## config.mk

```make
export PLATFORM = sky130hd
export DESIGN_NAME = wav_pcm16_header_parser_top
export DESIGN_NICKNAME = d
export VERILOG_FILES = /design/src/sv/wph_pkg.sv /design/src/sv/wav_pcm16_header_parser_top.sv /design/src/sv/wph_in_stage.sv /design/src/sv/wph_parser.sv /design/src/sv/wph_out_stage.sv
export SDC_FILE = /design/constraint.sdc
export NUM_CORES = 1
export LEC_CHECK = 0
export BUFFER_PORTS_ARGS = -buffer_cell sky130_fd_sc_hd__buf_2
export CORE_MARGIN = 2
export CORE_UTILIZATION = 55
export DETAILED_ROUTE_END_ITERATION = 7
export GPL_TIMING_DRIVEN = 0
export PLACE_DENSITY = 0.76
export SETUP_SLACK_MARGIN = 0.05
export SLEW_MARGIN = 20
export SYNTH_ARGS = -nofsm -noshare
export SYNTH_HDL_FRONTEND = slang
export SYNTH_HIERARCHICAL = 1
export SYNTH_SLANG_ARGS = --single-unit
export TNS_END_PERCENT = 5
```

## constraint.sdc

```tcl
create_clock -name clk -period 4.5 [get_ports clk]
set_input_delay 0.675 -clock clk [delete_from_list [all_inputs] [get_ports clk]]
set_output_delay 0.675 -clock clk [all_outputs]
set_load 0.01 [all_outputs]
```

## src/sv/wph_pkg.sv

```systemverilog
// Shared types, constants and helper functions of the WAV header parser.
`timescale 1ns / 1ps

package wph_pkg;

    // Parser phases
    typedef enum logic [2:0] {
        PH_HDR   = 3'd0,
        PH_CHUNK = 3'd1,
        PH_FMT   = 3'd2,
        PH_SKIP  = 3'd3,
        PH_DATA  = 3'd4,
        PH_IDLE  = 3'd5
    } phase_t;

    // Result kinds
    localparam logic [1:0] KIND_PAYLOAD = 2'd0;
    localparam logic [1:0] KIND_FORMAT  = 2'd1;
    localparam logic [1:0] KIND_EMPTY   = 2'd2;
    localparam logic [1:0] KIND_ERROR   = 2'd3;

    // Error codes
    localparam logic [2:0] ERR_ID3       = 3'd0;
    localparam logic [2:0] ERR_NOT_RIFF  = 3'd1;
    localparam logic [2:0] ERR_NOT_WAVE  = 3'd2;
    localparam logic [2:0] ERR_NOT_PCM   = 3'd3;
    localparam logic [2:0] ERR_NOT_16BIT = 3'd4;
    localparam logic [2:0] ERR_TRUNCATED = 3'd5;

    // Four-character codes, first character in the top byte
    localparam logic [31:0] TAG_RIFF = 32'h52494646;
    localparam logic [31:0] TAG_WAVE = 32'h57415645;
    localparam logic [31:0] TAG_FMT  = 32'h666D7420;
    localparam logic [31:0] TAG_DATA = 32'h64617461;
    localparam logic [31:0] TAG_ID32 = 32'h49443302;
    localparam logic [31:0] TAG_ID33 = 32'h49443303;

    // Byte positions inside headers
    localparam logic [4:0] POS_TAG_END  = 5'd3;
    localparam logic [4:0] POS_FMT_TAG  = 5'd1;
    localparam logic [4:0] POS_FMT_CH   = 5'd3;
    localparam logic [4:0] POS_FMT_RATE = 5'd7;
    localparam logic [4:0] POS_CHUNK_END = 5'd7;
    localparam logic [4:0] POS_HDR_END  = 5'd11;
    localparam logic [4:0] POS_FMT_END  = 5'd15;

    localparam logic [31:0] FMT_BODY_LEN  = 32'd16;
    localparam logic [15:0] FMT_PCM       = 16'd1;
    localparam logic [15:0] FMT_BITS16    = 16'd16;

    localparam int TDATA_OUT_W = 64;

    typedef struct packed {
        logic       start_req;
        logic [7:0] data_byte;
        logic       stream_end;
    } in_item_t;

    typedef struct packed {
        logic [1:0]  kind;
        logic [7:0]  payload_byte;
        logic        last_payload;
        logic [15:0] channel_count;
        logic [31:0] sample_rate;
        logic [2:0]  error_code;
    } result_t;

    function automatic logic [31:0] swap32(input logic [31:0] v);
        return {v[7:0], v[15:8], v[23:16], v[31:24]};
    endfunction

    function automatic logic [15:0] swap16(input logic [15:0] v);
        return {v[7:0], v[15:8]};
    endfunction

    function automatic result_t make_error(input logic [2:0] code);
        result_t r;
        r            = '0;
        r.kind       = KIND_ERROR;
        r.error_code = code;
        return r;
    endfunction

endpackage

```

## src/sv/wav_pcm16_header_parser_top.sv

```systemverilog
// A byte with a result passes the input register, then the result register.
// Throughput: one byte per cycle unless m_tready stalls; the input and result
// registers each hold one transfer, so one more byte is taken while a result
// waits for m_tready. Each byte takes one pass through the parser state logic.
// Reset: rst_n clears both stages and returns the parser to the RIFF header.
`timescale 1ns / 1ps

module wav_pcm16_header_parser_top (
    input  logic                            clk,
    input  logic                            rst_n,
    input  logic                            s_tvalid,
    output logic                            s_tready,
    input  logic [7:0]                      s_tdata,   // [7:0] data_byte
    input  logic                            s_tuser,   // [0] start_req
    input  logic                            s_tlast,   // stream_end
    output logic                            m_tvalid,
    input  logic                            m_tready,
    // [7:0] payload_byte, [23:8] channel_count, [55:24] sample_rate,
    // [58:56] error_code, [63:59] zero
    output logic [wph_pkg::TDATA_OUT_W-1:0] m_tdata,
    output logic [1:0]                      m_tuser,   // [1:0] kind
    output logic                            m_tlast    // last_payload
);

    logic              item_valid;
    wph_pkg::in_item_t item;
    logic              advance;
    logic              res_valid;
    wph_pkg::result_t  res;

    // advance the held byte whenever the result register can take a result
    assign advance = item_valid && (!m_tvalid || m_tready);

    wph_in_stage u_in (
        .clk        (clk),
        .rst_n      (rst_n),
        .s_tvalid   (s_tvalid),
        .s_tready   (s_tready),
        .s_tdata    (s_tdata),
        .s_tuser    (s_tuser),
        .s_tlast    (s_tlast),
        .advance    (advance),
        .item_valid (item_valid),
        .item       (item)
    );

    wph_parser u_parser (
        .clk       (clk),
        .rst_n     (rst_n),
        .advance   (advance),
        .item      (item),
        .res_valid (res_valid),
        .res       (res)
    );

    wph_out_stage u_out (
        .clk      (clk),
        .rst_n    (rst_n),
        .load     (advance && res_valid),
        .res      (res),
        .m_tvalid (m_tvalid),
        .m_tready (m_tready),
        .m_tdata  (m_tdata),
        .m_tuser  (m_tuser),
        .m_tlast  (m_tlast)
    );

    a_tlast_only_payload: assert property (@(posedge clk) disable iff (!rst_n)
        m_tvalid && m_tlast |-> m_tuser == wph_pkg::KIND_PAYLOAD)
        else $error("tlast set on a non-payload result");

    a_error_code_range: assert property (@(posedge clk) disable iff (!rst_n)
        m_tvalid && (m_tuser == wph_pkg::KIND_ERROR) |-> m_tdata[58:56] <= wph_pkg::ERR_TRUNCATED)
        else $error("error code out of range");

    a_ready_when_empty: assert property (@(posedge clk) disable iff (!rst_n)
        !item_valid |-> s_tready)
        else $error("input stalled with an empty input register");

    a_result_loaded: assert property (@(posedge clk) disable iff (!rst_n)
        advance && res_valid |=> m_tvalid)
        else $error("result lost on load");

endmodule

```

## src/sv/wph_in_stage.sv

```systemverilog
// Input register of the WAV header parser: holds one accepted byte transfer.
`timescale 1ns / 1ps

module wph_in_stage (
    input  logic              clk,
    input  logic              rst_n,
    input  logic              s_tvalid,
    output logic              s_tready,
    input  logic [7:0]        s_tdata,   // [7:0] data_byte
    input  logic              s_tuser,   // [0] start_req
    input  logic              s_tlast,   // stream_end
    input  logic              advance,
    output logic              item_valid,
    output wph_pkg::in_item_t item
);

    logic              valid_reg;
    logic              valid_next;
    wph_pkg::in_item_t item_reg;
    logic              load;

    assign s_tready = !valid_reg || advance;
    assign load     = s_tvalid && s_tready;

    always_comb
    begin
        valid_next = valid_reg;
        if (load)
        begin
            valid_next = 1'b1;
        end
        else if (advance)
        begin
            valid_next = 1'b0;
        end
    end

    always_ff @(posedge clk or negedge rst_n)
    begin
        if (!rst_n)
        begin
            valid_reg <= 1'b0;
        end
        else
        begin
            valid_reg <= valid_next;
        end
    end

    always_ff @(posedge clk)
    begin
        if (load)
        begin
            item_reg.start_req  <= s_tuser;
            item_reg.data_byte  <= s_tdata;
            item_reg.stream_end <= s_tlast;
        end
    end

    assign item_valid = valid_reg;
    assign item       = item_reg;

endmodule

```

## src/sv/wph_parser.sv

```systemverilog
// Parser state and per-byte step logic of the WAV header parser.
`timescale 1ns / 1ps

module wph_parser (
    input  logic              clk,
    input  logic              rst_n,
    input  logic              advance,
    input  wph_pkg::in_item_t item,
    output logic              res_valid,
    output wph_pkg::result_t  res
);

    wph_pkg::phase_t phase_reg, phase_next, cur_phase;
    logic [4:0]  pos_reg, pos_next, cur_pos;
    logic [31:0] shift_reg, shift_next, cur_shift;
    logic [31:0] tag_reg, tag_next, cur_tag;
    logic [31:0] rem_reg, rem_next, cur_rem;
    logic [15:0] ch_reg, ch_next, cur_ch;
    logic [31:0] rate_reg, rate_next, cur_rate;
    logic [31:0] sw;
    logic [31:0] size;
    logic        end_flag;

    always_ff @(posedge clk or negedge rst_n)
    begin
        if (!rst_n)
        begin
            phase_reg <= wph_pkg::PH_HDR;
            pos_reg   <= '0;
            shift_reg <= '0;
            tag_reg   <= '0;
            rem_reg   <= '0;
            ch_reg    <= '0;
            rate_reg  <= '0;
        end
        else
        begin
            phase_reg <= phase_next;
            pos_reg   <= pos_next;
            shift_reg <= shift_next;
            tag_reg   <= tag_next;
            rem_reg   <= rem_next;
            ch_reg    <= ch_next;
            rate_reg  <= rate_next;
        end
    end

    always_comb
    begin
        // start_req restarts from the reset state on this same byte
        if (item.start_req)
        begin
            cur_phase = wph_pkg::PH_HDR;
            cur_pos   = '0;
            cur_shift = '0;
            cur_tag   = '0;
            cur_rem   = '0;
            cur_ch    = '0;
            cur_rate  = '0;
        end
        else
        begin
            cur_phase = phase_reg;
            cur_pos   = pos_reg;
            cur_shift = shift_reg;
            cur_tag   = tag_reg;
            cur_rem   = rem_reg;
            cur_ch    = ch_reg;
            cur_rate  = rate_reg;
        end

        end_flag = item.stream_end;
        sw       = {cur_shift[23:0], item.data_byte};
        size     = wph_pkg::swap32(sw);

        phase_next = phase_reg;
        pos_next   = pos_reg;
        shift_next = shift_reg;
        tag_next   = tag_reg;
        rem_next   = rem_reg;
        ch_next    = ch_reg;
        rate_next  = rate_reg;
        res_valid  = 1'b0;
        res        = '0;

        if (advance)
        begin
            phase_next = cur_phase;
            pos_next   = cur_pos;
            shift_next = cur_shift;
            tag_next   = cur_tag;
            rem_next   = cur_rem;
            ch_next    = cur_ch;
            rate_next  = cur_rate;

            case (cur_phase)
                wph_pkg::PH_DATA:
                begin
                    res_valid = 1'b1;
                    if (end_flag && (cur_rem != 32'd1))
                    begin
                        phase_next = wph_pkg::PH_IDLE;
                        res        = wph_pkg::make_error(wph_pkg::ERR_TRUNCATED);
                    end
                    else
                    begin
                        rem_next         = cur_rem - 32'd1;
                        res.kind         = wph_pkg::KIND_PAYLOAD;
                        res.payload_byte = item.data_byte;
                        res.last_payload = (cur_rem == 32'd1);
                        if (cur_rem == 32'd1)
                        begin
                            phase_next = wph_pkg::PH_IDLE;
                        end
                    end
                end

                wph_pkg::PH_SKIP:
                begin
                    if (end_flag)
                    begin
                        phase_next = wph_pkg::PH_IDLE;
                        res_valid  = 1'b1;
                        res        = wph_pkg::make_error(wph_pkg::ERR_TRUNCATED);
                    end
                    else
                    begin
                        rem_next = cur_rem - 32'd1;
                        if (cur_rem == 32'd1)
                        begin
                            phase_next = wph_pkg::PH_CHUNK;
                            pos_next   = '0;
                        end
                    end
                end

                wph_pkg::PH_HDR:
                begin
                    shift_next = sw;
                    pos_next   = cur_pos + 5'd1;
                    if (cur_pos == wph_pkg::POS_TAG_END)
                    begin
                        tag_next = sw;
                    end
                    if (cur_pos < wph_pkg::POS_HDR_END)
                    begin
                        if (end_flag)
                        begin
                            phase_next = wph_pkg::PH_IDLE;
                            res_valid  = 1'b1;
                            res        = wph_pkg::make_error(wph_pkg::ERR_TRUNCATED);
                        end
                    end
                    else if ((cur_tag == wph_pkg::TAG_ID32) || (cur_tag == wph_pkg::TAG_ID33))
                    begin
                        phase_next = wph_pkg::PH_IDLE;
                        res_valid  = 1'b1;
                        res        = wph_pkg::make_error(wph_pkg::ERR_ID3);
                    end
                    else if (cur_tag != wph_pkg::TAG_RIFF)
                    begin
                        phase_next = wph_pkg::PH_IDLE;
                        res_valid  = 1'b1;
                        res        = wph_pkg::make_error(wph_pkg::ERR_NOT_RIFF);
                    end
                    else if (sw != wph_pkg::TAG_WAVE)
                    begin
                        phase_next = wph_pkg::PH_IDLE;
                        res_valid  = 1'b1;
                        res        = wph_pkg::make_error(wph_pkg::ERR_NOT_WAVE);
                    end
                    else if (end_flag)
                    begin
                        phase_next = wph_pkg::PH_IDLE;
                        res_valid  = 1'b1;
                        res        = wph_pkg::make_error(wph_pkg::ERR_TRUNCATED);
                    end
                    else
                    begin
                        phase_next = wph_pkg::PH_CHUNK;
                        pos_next   = '0;
                    end
                end

                wph_pkg::PH_CHUNK:
                begin
                    shift_next = sw;
                    pos_next   = cur_pos + 5'd1;
                    if (cur_pos == wph_pkg::POS_TAG_END)
                    begin
                        tag_next = sw;
                    end
                    if (cur_pos < wph_pkg::POS_CHUNK_END)
                    begin
                        if (end_flag)
                        begin
                            phase_next = wph_pkg::PH_IDLE;
                            res_valid  = 1'b1;
                            res        = wph_pkg::make_error(wph_pkg::ERR_TRUNCATED);
                        end
                    end
                    else
                    begin
                        pos_next = '0;
                        if ((cur_tag == wph_pkg::TAG_DATA) && (size == 32'd0))
                        begin
                            // empty data chunk ends the file even on stream end
                            phase_next = wph_pkg::PH_IDLE;
                            res_valid  = 1'b1;
                            res.kind   = wph_pkg::KIND_EMPTY;
                        end
                        else if (end_flag)
                        begin
                            phase_next = wph_pkg::PH_IDLE;
                            res_valid  = 1'b1;
                            res        = wph_pkg::make_error(wph_pkg::ERR_TRUNCATED);
                        end
                        else if (cur_tag == wph_pkg::TAG_DATA)
                        begin
                            phase_next = wph_pkg::PH_DATA;
                            rem_next   = size;
                        end
                        else if (cur_tag == wph_pkg::TAG_FMT)
                        begin
                            phase_next = wph_pkg::PH_FMT;
                            rem_next   = (size >= wph_pkg::FMT_BODY_LEN) ?
                                         (size - wph_pkg::FMT_BODY_LEN) : 32'd0;
                        end
                        else if (size == 32'd0)
                        begin
                            phase_next = wph_pkg::PH_CHUNK;
                        end
                        else
                        begin
                            phase_next = wph_pkg::PH_SKIP;
                            rem_next   = size;
                        end
                    end
                end

                wph_pkg::PH_FMT:
                begin
                    shift_next = sw;
                    pos_next   = cur_pos + 5'd1;
                    if (cur_pos == wph_pkg::POS_FMT_TAG)
                    begin
                        tag_next = {16'h0000, wph_pkg::swap16(sw[15:0])};
                    end
                    else if (cur_pos == wph_pkg::POS_FMT_CH)
                    begin
                        ch_next = wph_pkg::swap16(sw[15:0]);
                    end
                    else if (cur_pos == wph_pkg::POS_FMT_RATE)
                    begin
                        rate_next = size;
                    end

                    if (cur_pos < wph_pkg::POS_FMT_END)
                    begin
                        if (end_flag)
                        begin
                            phase_next = wph_pkg::PH_IDLE;
                            res_valid  = 1'b1;
                            res        = wph_pkg::make_error(wph_pkg::ERR_TRUNCATED);
                        end
                    end
                    else if (cur_tag != {16'h0000, wph_pkg::FMT_PCM})
                    begin
                        phase_next = wph_pkg::PH_IDLE;
                        res_valid  = 1'b1;
                        res        = wph_pkg::make_error(wph_pkg::ERR_NOT_PCM);
                    end
                    else if (wph_pkg::swap16(sw[15:0]) != wph_pkg::FMT_BITS16)
                    begin
                        phase_next = wph_pkg::PH_IDLE;
                        res_valid  = 1'b1;
                        res        = wph_pkg::make_error(wph_pkg::ERR_NOT_16BIT);
                    end
                    else if (end_flag)
                    begin
                        phase_next = wph_pkg::PH_IDLE;
                        res_valid  = 1'b1;
                        res        = wph_pkg::make_error(wph_pkg::ERR_TRUNCATED);
                    end
                    else
                    begin
                        pos_next          = '0;
                        phase_next        = (cur_rem == 32'd0) ? wph_pkg::PH_CHUNK
                                                               : wph_pkg::PH_SKIP;
                        res_valid         = 1'b1;
                        res.kind          = wph_pkg::KIND_FORMAT;
                        res.channel_count = cur_ch;
                        res.sample_rate   = cur_rate;
                    end
                end

                default:
                begin
                    // idle: drop the byte
                    phase_next = cur_phase;
                end
            endcase
        end
    end

endmodule

```

## src/sv/wph_out_stage.sv

```systemverilog
// Output register of the WAV header parser: holds one result until transfer.
`timescale 1ns / 1ps

module wph_out_stage (
    input  logic                                 clk,
    input  logic                                 rst_n,
    input  logic                                 load,
    input  wph_pkg::result_t                     res,
    output logic                                 m_tvalid,
    input  logic                                 m_tready,
    // [7:0] payload_byte, [23:8] channel_count, [55:24] sample_rate,
    // [58:56] error_code, [63:59] zero
    output logic [wph_pkg::TDATA_OUT_W-1:0]      m_tdata,
    output logic [1:0]                           m_tuser,   // [1:0] kind
    output logic                                 m_tlast    // last_payload
);

    logic             valid_reg;
    logic             valid_next;
    wph_pkg::result_t res_reg;

    always_comb
    begin
        valid_next = valid_reg;
        if (load)
        begin
            valid_next = 1'b1;
        end
        else if (m_tready)
        begin
            valid_next = 1'b0;
        end
    end

    always_ff @(posedge clk or negedge rst_n)
    begin
        if (!rst_n)
        begin
            valid_reg <= 1'b0;
        end
        else
        begin
            valid_reg <= valid_next;
        end
    end

    always_ff @(posedge clk)
    begin
        if (load)
        begin
            res_reg <= res;
        end
    end

    assign m_tvalid = valid_reg;
    assign m_tuser  = res_reg.kind;
    assign m_tlast  = res_reg.last_payload;
    assign m_tdata  = {5'b00000, res_reg.error_code, res_reg.sample_rate,
                       res_reg.channel_count, res_reg.payload_byte};

endmodule

```

==> flow_summary.toml <==
[grt]
antenna_found_initial = 0
grt_first_pass_wirelength_mm = 70.5
grt_max_degree = 84
grt_usage = 0.389
grt_pass1_vias = 11600
grt_overflow_total = 0

[critical_path]
endpoint_kind = "flip-flop"
critPathKind = "flip-flop to flip-flop"
worstPathMaxFanout = 10
critPathLaunchType = "flip-flop"
worstPathArrival_ps = 4820
required_ps = 4900

[sta]
period_needed_ps = 4420
slew_violations = 0
whs_ps = 70.7
setup_viol = 0
relSlewSlack = 0.249
rsz0062_at_grt = "true"
clock.fmax_mhz = 226
period_share = 0.982
fin_skew_ps = 17.2
tightestPinTransition_ps = 1120
hold_violations = 0

[cts]
clk_latency_ps = 540
clockBufferDepth = 3
cts_buffers = 24
path_clk_slew_ps = 60
htreeDepth = 1
holdBufCountCts = 0
root_buffer = "clkbuf_16"
cts_tree = "yes"
clock_sinks = 218

[yosys]
ys_warn_count = 6
ys_types = 86
ys.flop_type = "dfrtp_1"
synth_edf_count = 72
ys_seq_area_frac = 0.474
synth.avg_cell_area_sq_um = 9.42
synth_cells = 1302
ys_ff_latch = 218
syn_area_sq_mm = 0.0123
synthArstFlopShare = 0.670

[floorplan]
die_w_um = 153
start_util = 0.562
dieArea_sq_mm = 0.0235
die_height_um = 153
io_pins = 83
core_sq_mm = 0.0218
num_rows = 54

[power]
power_density_mw_per_mm2 = 613
vdd_ir_drop_max_v = 0.000378
p_leak_uw = 0.00555

[drt]
viasPerCell = 7.04
via_count = 12100
antenna_left = 0
first_iter_violations = 1573
routed_wl_mm = 46.3
drc = 0
routedWlPerCell_um = 27.0
firstDrtPassIters = 6

[layout]
final_area_sq_mm = 0.0142
synthToLayoutAreaGrowth_pct = 15.4
regMostFlops = "u_out/m_tdata"
nNetsFinal = 1438
fillers = 1810
n_antenna_cell = 0
final_common_cell = "dfrtp_1"
drive_gt1_frac = 0.139
largest_reg_flops = 59
layout_common_cells = "dfrtp_1 (146), nand2_1 (115), nor2_1 (95), buf_2 (89), o21ai_0 (82)"
post-route-util = 0.649

[place]
post-dp-hpwl_mm = 32.0
placed_area_sq_mm = 0.0131
gp_congestion = 1.00
io_buffers = 77

[status]
status = "completed"

[worst_hold_path]
hold_class = "input pin to asynchronous set/reset pin"

[flow_run]
cap_viol_max_count = 0
-- cell families after synthesis --
| kind of cell | count (synthesis) | share of synthesized area |
|---|---|---|
| flip-flops | 218 | 0.474 |
| AO/OA/AOI/OAI | 475 | 0.271 |
| buffers and inverters | 130 | 0.0437 |
| AND/OR/NAND/NOR | 467 | 0.201 |
| XOR/XNOR | 2 | 0.00143 |
| adder cells (fa/ha/maj) | 6 | 0.00612 |
| multiplexers | 3 | 0.00255 |
| other | 1 | 0.000306 |
-- worst max-delay path, cell delays in order, from the launching register on --
cell      delay [ps]
edfxtp_1         350
clkbuf_1         410
nor4_1           690
nand2_1          250
nor3_1           670
nand4b_1         400
nor3_2           500
clkbuf_1         460
clkbuf_1         360
and2_1           190
-- synthesized netlist by cell type (6+ instances only) --
cell	n	share of area
nand3_1	19	0.0078
o31ai_1	7	0.0043
buf_2	14	0.0057
nand2b_1	13	0.0066
or3_1	10	0.0051
a21oi_1	62	0.025
o2bb2ai_1	43	0.031
a22oi_1	65	0.040
a31oi_1	30	0.015
buf_4	6	0.0037
a221o_1	8	0.0065
nor2_1	98	0.030
buf_1	8	0.0024
ha_1	6	0.0061
nor4_1	29	0.015
nand2_1	116	0.036
a21o_1	11	0.0067
o21a_1	8	0.0049
a22o_1	34	0.024
or4_1	6	0.0037
nor2b_1	19	0.0097
and3_1	7	0.0036
o211ai_1	21	0.013
a211oi_1	13	0.0080
clkbuf_1	80	0.024
o22ai_1	19	0.0097
and2_1	62	0.032
nor3_1	39	0.016
inv_1	21	0.0064
nand4_1	9	0.0046
edfxtp_1	72	0.18
o21ai_1	11	0.0045
o21ai_0	83	0.034
dfrtp_1	146	0.30
o311ai_0	11	0.0079
-- path summary, 6_finish.rpt --
check / startpoint / endpoint / slack (ps) / cells after the start
worst max-delay path: u_in/item[6] / u_out/m_tdata[18] / 80 / 9
worst min-delay path: rst_n / u_parser/rem_reg[29] / 70 / 1
worst max register to register: u_in/item[6] / u_out/m_tdata[18] / 80 / 9
worst min register to register: u_parser/rate_reg[26] / u_parser/rate_reg[26] / 500 / 1
max in group asynchronous: rst_n / u_parser/rate_reg[2] / 3610 / 2
min in group clk: s_tdata[6] / u_in/item[7] / 310 / 1
-- metrics by stage --
stage | setup TNS [ps] | worst slack [ps] | total power [uW] | std cells
floorplan | 0 | 513 | 5020 | 1306
global placement | -276290 | -1950 | 6190 | 1663
detailed placement | -241710 | -1880 | 6210 | 1665
CTS | 0 | 88.7 | 8510 | 1717
global route | 0 | 46.0 | 9040 | 1716
finish | 0 | 82.5 | 8680 | 1716
-- layer usage --
layer,routed length [um],track usage,part of all wire
met1,18100,0.546,0.39
met2,19900,0.579,0.43
met3,5450,0.0726,0.12
met4,2880,0.202,0.062
met5,0,0,0
-- power breakdown --
part | internal [uW] | switching, uW
registers | 2450 | 390
clock network | 1340 | 865
logic | 1120 | 2520
total | 4910 | 3770
-- final cells by class --
type | instances | area, sq um | area share
Buffer | 106 | 473 | 0.0334
Sequential cell | 218 | 5820 | 0.411
Clock buffer | 26 | 608 | 0.0429
Tap cell | 280 | 350 | 0.0247
Clock inverter | 18 | 273 | 0.0193
Inverter | 21 | 82.6 | 0.00583
Multi-Input combinational cell | 961 | 6050 | 0.427
Timing Repair Buffer | 86 | 505 | 0.0357
-- what timing repair did --
action,4_1_cts,5_1_grt
endpoints found under the hold margin,0,0
buffers inserted,7,0
gates resized for setup,28,10
pin swaps,4,1
cloned,3,0
endpoints found under the setup margin,192,153
No activity file was read; power rests on OpenSTA's default activity.
